**config.mk**
```make
export PLATFORM = sky130hd
export DESIGN_NAME = wait_graph_deadlock_detector_top
export DESIGN_NICKNAME = d
export VERILOG_FILES = /design/src/wgdd_pkg.sv /design/src/wait_graph_deadlock_detector_top.sv
export SDC_FILE = /design/constraint.sdc
export NUM_CORES = 1
export LEC_CHECK = 0
export BUFFER_PORTS_ARGS = -buffer_cell sky130_fd_sc_hd__buf_4
export CAP_MARGIN = 10
export CORE_MARGIN = 4
export CORE_UTILIZATION = 35
export DETAILED_ROUTE_END_ITERATION = 6
export SLEW_MARGIN = 20
export SYNTH_ARGS = -nofsm -noshare
export SYNTH_HDL_FRONTEND = slang
export SYNTH_SLANG_ARGS = --single-unit
```
**constraint.sdc**
```tcl
create_clock -name i_clk -period 5.4 [get_ports i_clk]
set_clock_uncertainty 0.2 [all_clocks]
set_input_delay 0.54 -clock i_clk [delete_from_list [all_inputs] [get_ports i_clk]]
set_output_delay 0.54 -clock i_clk [all_outputs]
set_load 0.02 [all_outputs]
```
**src/wgdd_pkg.sv**
```systemverilog
// Package for the wait-for graph deadlock detector.
// Holds field widths, opcodes and the timeout reset value; no dependencies.
`default_nettype none

package wgdd_pkg;

    // Field widths of one input word and one result word.
    localparam int OP_W    = 2;
    localparam int AGENT_W = 4;
    localparam int TIME_W  = 32;

    // Opcodes of an input word.
    localparam logic [OP_W-1:0] OP_RECORD = 2'd0;
    localparam logic [OP_W-1:0] OP_CLEAR  = 2'd1;
    localparam logic [OP_W-1:0] OP_CHECK  = 2'd2;

    // Timeout after reset: 30.0 s held as whole milliseconds.
    localparam logic [TIME_W-1:0] TIMEOUT_RESET_MS = 32'd30000;

endpackage

`default_nettype wire

```
**src/wait_graph_deadlock_detector_top.sv**
```systemverilog
// Wait-for graph deadlock detector, top level and only module.
// Depends on wgdd_pkg for widths, opcodes and the timeout reset value.
//
// A record or clear word (and the unused opcode) is accepted and its all-zero
// result word is registered in the cycle after. A check word runs a small
// sequencer over one table read port: for each waiting start agent it follows
// up to AGENTS wait-for links through S_TEST and S_READ; once a cycle is found it scans
// all AGENTS wait start times through S_SCAN_RD and S_SCAN_CMP with one
// subtract-and-compare unit. The input is not ready during a check, and a word
// is only accepted when the output register is free or being emptied. No
// clearing pass is needed after reset.
`default_nettype none

module wait_graph_deadlock_detector_top #(
    parameter int AGENTS = 16
) (
    input  wire                                i_clk,
    input  wire                                i_rst_n,
    // Configuration port.
    input  wire                                i_cfg_we,
    input  wire  [wgdd_pkg::TIME_W-1:0]        i_cfg_wdata,
    // Input channel.
    input  wire                                i_in_valid,
    output logic                               o_in_ready,
    input  wire  [wgdd_pkg::OP_W-1:0]          i_opcode,
    input  wire  [wgdd_pkg::AGENT_W-1:0]       i_agent,
    input  wire  [wgdd_pkg::AGENT_W-1:0]       i_blocker,
    input  wire  [wgdd_pkg::TIME_W-1:0]        i_now_ms,
    // Output channel.
    output logic                               o_out_valid,
    input  wire                                i_out_ready,
    output logic                               o_cycle_found,
    output logic                               o_victim_valid,
    output logic [wgdd_pkg::AGENT_W-1:0]       o_victim,
    output logic                               o_release_res
);

    localparam int IW = (AGENTS > 1) ? $clog2(AGENTS) : 1;
    localparam int CW = ((IW > wgdd_pkg::AGENT_W) ? IW : wgdd_pkg::AGENT_W) + 1;
    localparam int TW = wgdd_pkg::TIME_W;
    localparam int AW = wgdd_pkg::AGENT_W;

    localparam logic [CW-1:0]   AGENTS_C = CW'(AGENTS);
    localparam logic [IW-1:0]   LAST_IDX = IW'(AGENTS - 1);
    localparam logic [IW:0]     LAST_STEP = (IW+1)'(AGENTS);

    // Sequencer state codes.
    localparam logic [2:0] S_IDLE     = 3'd0;
    localparam logic [2:0] S_START    = 3'd1;
    localparam logic [2:0] S_TEST     = 3'd2;
    localparam logic [2:0] S_READ     = 3'd3;
    localparam logic [2:0] S_SCAN_RD  = 3'd4;
    localparam logic [2:0] S_SCAN_CMP = 3'd5;
    localparam logic [2:0] S_DECIDE   = 3'd6;

    // Registers.
    logic [2:0]        r_state, n_state;
    logic [IW-1:0]     r_start, n_start;
    logic [IW:0]       r_step, n_step;
    logic [AW-1:0]     r_node, n_node;
    logic [IW-1:0]     r_scan, n_scan;
    logic [TW-1:0]     r_best, n_best;
    logic [IW-1:0]     r_victim, n_victim;
    logic              r_found, n_found;
    logic              r_cycle, n_cycle;
    logic [TW-1:0]     r_now;
    logic [TW-1:0]     r_timeout;
    logic [AGENTS-1:0] r_waiting;

    // Table memories, one read port each with registered data.
    logic [AW-1:0]     r_wf_mem [AGENTS];
    logic [TW-1:0]     r_ws_mem [AGENTS];
    logic [AW-1:0]     r_wf_q;
    logic [TW-1:0]     r_ws_q;

    logic              in_acc;
    logic              slot_free;
    logic              out_load;
    logic              out_cycle, out_vv, out_rel;
    logic [CW-1:0]     agent_x, node_x, victim_x;
    logic              agent_ok, node_ok;
    logic [IW-1:0]     agent_idx, node_idx;
    logic [TW-1:0]     wait_ms;
    logic              is_record, is_clear, is_check;

    // Index arithmetic for the agent field and the walk pointer.
    always_comb begin
        agent_x   = CW'(i_agent);
        agent_ok  = agent_x < AGENTS_C;
        agent_idx = agent_x[IW-1:0];
        node_x    = CW'(r_node);
        node_ok   = node_x < AGENTS_C;
        node_idx  = node_x[IW-1:0];
        victim_x  = CW'(r_victim);
        wait_ms   = r_now - r_ws_q;
    end

    // Handshake on the input side.
    assign slot_free  = !o_out_valid || i_out_ready;
    assign o_in_ready = (r_state == S_IDLE) && slot_free;
    assign in_acc     = i_in_valid && o_in_ready;
    assign is_record  = (i_opcode == wgdd_pkg::OP_RECORD);
    assign is_clear   = (i_opcode == wgdd_pkg::OP_CLEAR);
    assign is_check   = (i_opcode == wgdd_pkg::OP_CHECK);

    // Result of a finished check.
    assign out_cycle = r_cycle;
    assign out_vv    = r_cycle && r_found;
    assign out_rel   = out_vv && (r_best >= r_timeout);

    // Sequencer: cycle search walk, then the longest-wait scan.
    always_comb begin
        n_state  = r_state;
        n_start  = r_start;
        n_step   = r_step;
        n_node   = r_node;
        n_scan   = r_scan;
        n_best   = r_best;
        n_victim = r_victim;
        n_found  = r_found;
        n_cycle  = r_cycle;
        out_load = 1'b0;
        case (r_state)
            S_IDLE: begin
                if (in_acc) begin
                    if (is_check) begin
                        n_state = S_START;
                        n_start = '0;
                        n_cycle = 1'b0;
                    end else begin
                        out_load = 1'b1;
                    end
                end
            end
            S_START: begin
                n_node = AW'(CW'(r_start));
                n_step = '0;
                if (r_waiting[r_start]) begin
                    n_state = S_TEST;
                end else if (r_start == LAST_IDX) begin
                    n_state = S_DECIDE;
                end else begin
                    n_start = r_start + 1'b1;
                end
            end
            S_TEST: begin
                if (!node_ok || !r_waiting[node_idx]) begin
                    // The chain leaves the waiting set: no loop from this start.
                    if (r_start == LAST_IDX) begin
                        n_state = S_DECIDE;
                    end else begin
                        n_start = r_start + 1'b1;
                        n_state = S_START;
                    end
                end else if (r_step == LAST_STEP) begin
                    // Every step stayed inside the waiting set, so a node repeated.
                    n_cycle  = 1'b1;
                    n_scan   = '0;
                    n_best   = '0;
                    n_victim = '0;
                    n_found  = 1'b0;
                    n_state  = S_SCAN_RD;
                end else begin
                    n_state = S_READ;
                end
            end
            S_READ: begin
                n_node  = r_wf_q;
                n_step  = r_step + 1'b1;
                n_state = S_TEST;
            end
            S_SCAN_RD: begin
                n_state = S_SCAN_CMP;
            end
            S_SCAN_CMP: begin
                if (r_waiting[r_scan] && (wait_ms > r_best)) begin
                    n_best   = wait_ms;
                    n_victim = r_scan;
                    n_found  = 1'b1;
                end
                if (r_scan == LAST_IDX) begin
                    n_state = S_DECIDE;
                end else begin
                    n_scan  = r_scan + 1'b1;
                    n_state = S_SCAN_RD;
                end
            end
            S_DECIDE: begin
                if (slot_free) begin
                    out_load = 1'b1;
                    n_state  = S_IDLE;
                end
            end
            default: begin
                n_state = S_IDLE;
            end
        endcase
    end

    // Control registers.
    always_ff @(posedge i_clk) begin
        if (!i_rst_n) begin
            r_state <= S_IDLE;
            r_cycle <= 1'b0;
            r_found <= 1'b0;
        end else begin
            r_state <= n_state;
            r_cycle <= n_cycle;
            r_found <= n_found;
        end
    end

    // Datapath registers of the sequencer.
    always_ff @(posedge i_clk) begin
        r_start  <= n_start;
        r_step   <= n_step;
        r_node   <= n_node;
        r_scan   <= n_scan;
        r_best   <= n_best;
        r_victim <= n_victim;
        if (in_acc) begin
            r_now <= i_now_ms;
        end
    end

    // Timeout register.
    always_ff @(posedge i_clk) begin
        if (!i_rst_n) begin
            r_timeout <= wgdd_pkg::TIMEOUT_RESET_MS;
        end else if (i_cfg_we) begin
            r_timeout <= i_cfg_wdata;
        end
    end

    // Waiting bits: set by record, dropped by clear or by a forced release.
    always_ff @(posedge i_clk) begin
        if (!i_rst_n) begin
            r_waiting <= '0;
        end else if (in_acc && agent_ok && is_record) begin
            r_waiting[agent_idx] <= 1'b1;
        end else if (in_acc && agent_ok && is_clear) begin
            r_waiting[agent_idx] <= 1'b0;
        end else if (r_state == S_DECIDE && out_load && out_rel) begin
            r_waiting[r_victim] <= 1'b0;
        end
    end

    // Edge table: written by record, read along the walk.
    always_ff @(posedge i_clk) begin
        if (in_acc && agent_ok && is_record) begin
            r_wf_mem[agent_idx] <= i_blocker;
        end
        r_wf_q <= r_wf_mem[node_idx];
    end

    // Start-time table: written on a record of an agent not yet waiting, read during the scan.
    always_ff @(posedge i_clk) begin
        if (in_acc && agent_ok && is_record && !r_waiting[agent_idx]) begin
            r_ws_mem[agent_idx] <= i_now_ms;
        end
        r_ws_q <= r_ws_mem[r_scan];
    end

    // Output register.
    always_ff @(posedge i_clk) begin
        if (!i_rst_n) begin
            o_out_valid <= 1'b0;
        end else if (out_load) begin
            o_out_valid <= 1'b1;
        end else if (i_out_ready) begin
            o_out_valid <= 1'b0;
        end
    end

    always_ff @(posedge i_clk) begin
        if (out_load) begin
            if (r_state == S_DECIDE) begin
                o_cycle_found  <= out_cycle;
                o_victim_valid <= out_vv;
                o_victim       <= out_vv ? victim_x[AW-1:0] : '0;
                o_release_res  <= out_rel;
            end else begin
                o_cycle_found  <= 1'b0;
                o_victim_valid <= 1'b0;
                o_victim       <= '0;
                o_release_res  <= 1'b0;
            end
        end
    end

    // A check word starts the walk at the first agent.
    a_check_starts: assert property (@(posedge i_clk) disable iff (!i_rst_n)
        (in_acc && is_check) |=> (r_state == S_START && r_start == '0))
        else $error("check word did not start the walk");

    // A record of a valid agent marks it waiting.
    a_record_sets: assert property (@(posedge i_clk) disable iff (!i_rst_n)
        (in_acc && is_record && agent_ok) |=> r_waiting[$past(agent_idx)])
        else $error("recorded agent not marked waiting");

    // A release or a victim is only reported together with a found cycle.
    a_result_consistent: assert property (@(posedge i_clk) disable iff (!i_rst_n)
        (o_out_valid && (o_release_res || o_victim_valid)) |->
            (o_cycle_found && o_victim_valid))
        else $error("victim or release without a cycle");

    // A forced release drops the victim from the table.
    a_release_clears: assert property (@(posedge i_clk) disable iff (!i_rst_n)
        (r_state == S_DECIDE && out_load && out_rel) |=> !r_waiting[$past(r_victim)])
        else $error("released victim still waiting");

endmodule

`default_nettype wire
```
==> out/results.ini <==
[final_layout]
fin_cells=3271
multi_input_area_sq_mm=0.00971
area.growth.synth_to_final_pct=17.0
drive_gt1_share_pct=22.7
final-seq-area_sq_mm=0.0219
finalNetCount=2206
fillers=7967

[critical_path]
end_kind=flop
arrival_ps=4940
r2r-start=r_now[5]$_DFFE_PP_
critPathLaunch=r_now[5]$_DFFE_PP_
cp_max_fo=28
r2r.worst_path.cells=14
cp.required_ps=5510
startpoint_type=flop
path_class=flop to flop

[hold_path]
hold_start=i_now_ms[1]
hold_path_class=input pin to flop
hold_depth=1

[placed_design]
io_buffers=87
gp_congestion=0.869
dp_hpwl_mm=45.1
place_inst=3069

[power_and_ir_drop]
p_leak_uw=0.0131
irDropWorstVdd_mv=0.192
power_density_mw_per_mm2=338

[route]
drc=0
ant_nets=0
dr.pass1.iters=5
vias=17200
drt_iter0_markers=1459
wl_per_cell_um=22.5
avgViaCountPerCell=5.27
wirelength_mm=73.6

[die]
num_rows=110
io_pins=88
die_w_um=311
initial_core_util_pct=35.5
core-area_sq_mm=0.0906
die_area_sq_mm=0.0969
die_h_um=311

[sta]
layout_min_cycle_time_ps=4820
fin_tns_setup_ps=0
setup_viol=0
timing.final.hold_violations=0
tightest_slew_ps=1100
holdWs_ps=45.4
fin_crit_sh_pct=89.3
slew_headroom_pct=26.5
slew_viol_final=0
rsz0062_at_grt=false
fmax_mhz=207

[synth]
syn_area_sq_mm=0.0322
synth-seq-cells=758
synth_area_per_cell_sq_um=17.3
synth_fp_nets=2035
synth-main-ff-cell=edfxtp_1
yosys-top-cells-area=edfxtp_1, mux4_2, dfxtp_1, ha_1, inv_1
synth_top_cell_by_area=edfxtp_1
ys_async_sr_fraction_pct=0
syn_inst=1856
synth_warnings=0
ys_top_cells_by_count=edfxtp_1, mux4_2, inv_1, ha_1, dfxtp_1
yosys.area.top_type_share_pct=62.3
synth_edf_count=668
synth_most_common_cell=edfxtp_1
seq_area_frac_synth_pct=67.9
synth_cell_types=72

[clock_tree]
clock-sinks=758
cts-buffers-inserted=79
clk_latency_ps=640
cts_root_buf=clkbuf_16
htreeDepth=3
post_cts_buffers=0
cts_tree=built
cts_resized=0
cts_buffer_depth=3
clk_pin_slew_worst_paths_ps=60

[global_route]
grt.total_usage_pct=15.1
grt_pass1_wl_mm=112
grt_pass1_vias=18100
grt_max_degree=110
overflow=0
antenna_found_initial=2

[run_status]
status=completed

[job]
maxCapViolCount=0

==> repair_timing <==
item | CTS | global route
endpoints found under the setup margin | 0 | 0
hold endpoints to repair | 323 | 0
hold buffers | 53 | 0
==> registers in the layout, indices dropped and copies added (netlist names), 4 cells and up <==
| name | cells |
|---|---|
| node_idx | 4 |
| r_victim | 4 |
| r_timeout | 32 |
| r_now | 32 |
| r_step | 5 |
| o_victim | 4 |
| r_best | 32 |
| r_waiting | 16 |
| r_wf_mem | 64 |
| r_ws_q | 32 |
| r_start | 4 |
| r_scan | 4 |
| r_ws_mem | 512 |
| r_wf_q | 4 |
==> stage by stage <==
step	instance area [sq um]	util (%)	power (uW)	setup slack, ps
final	37700	41.6	12700	577
after global routing	37700	41.6	13200	332
after CTS	37700	41.6	12900	597
after detailed placement	34400	38.0	7180	620
after global placement	34400	38.0	7150	789
after floorplan	32200	-	6930	449
==> final timing paths <==
check,endpoint,slack [ps]
worst min-delay path,r_ws_mem[14][1]$_DFFE_PP_,50
worst max-delay path,r_best[13]$_SDFFCE_PN0P_,580
worst min register to register,r_timeout[14]$_SDFFE_PN1P_,300
worst max register to register,r_best[13]$_SDFFCE_PN0P_,580
==> layer usage <==
metal  vias to the layer above  share of wire [%]  GRT usage, %
met4                         2                2.2          4.56
met2                       512                 49          25.3
met5                         -              0.018             0
met3                       111                5.4          2.53
met1                      8871                 43          20.2
li1                       7750                  -             -
==> critical path, cell delays in order (launching register included) <==
cell and delay (ps):
edfxtp_1 380, ha_1 390, and3_1 220, a211oi_1 420, a21boi_1 210, o2111a_1 340
o31a_1 350, o21ai_2 200, xnor2_1 90, ha_1 290, nand4_1 140, nor4_1 410
o41ai_1 210, a21oi_4 400, buf_12 250
==> logic make-up (layout without fill, tap and decap cells) <==
logic type | after synthesis | in the layout | share of synthesized area (%)
AO/OA/AOI/OAI | 225 | 225 | 4.71
adder cells (fa/ha/maj) | 100 | 100 | 3.91
AND/OR/NAND/NOR | 315 | 315 | 5.12
XOR/XNOR | 30 | 30 | 0.816
other | 0 | 1 | 0
flip-flops | 758 | 758 | 67.9
multiplexers | 238 | 238 | 15.2
buffers and inverters | 190 | 428 | 2.30
==> layout by cell type, fill, tap and decap left out, drive strengths merged, types with 8 or more instances in the layout <==
cell type    synthesis  layout
edfxtp             668     668
mux4               199     199
buf                 29     119
inv                108     110
clkbuf              53     103
ha                  99      99
dfxtp               90      90
nor2                74      74
dlygate4sd3          0      53
nand2               53      53
a21oi               53      53
nor2b               38      38
mux2i               35      35
o21ai               35      35
clkinv               0      31
and2                30      30
nor3                22      22
a21o                21      21
a31oi               21      21
nand3               20      20
xnor2               19      19
o221ai              16      16
nand4               14      14
o211ai              14      14
o21a                14      14
nand2b              12      12
or3                 12      12
xor2                11      11
and3                10      10
a211oi               9       9
bufinv               0       9
o22ai                8       8
==> area by class of cell <==
cell class	count	area share [%]
multi-input cells	908	25.8
flip-flops and latches	758	58.0
inverters	108	1.08
clock buffers	103	5.78
repair buffers	172	3.88
clock inverters	45	1.52
diodes	1	0.00664
well taps	1176	3.91
==> where the power goes <==
part	total (uW)	switching (uW)	internal [uW]
clock network	5630	2310	3320
registers	6470	33.7	6430
logic	618	366	252
Note: power is estimated with default switching activity, not from simulation.
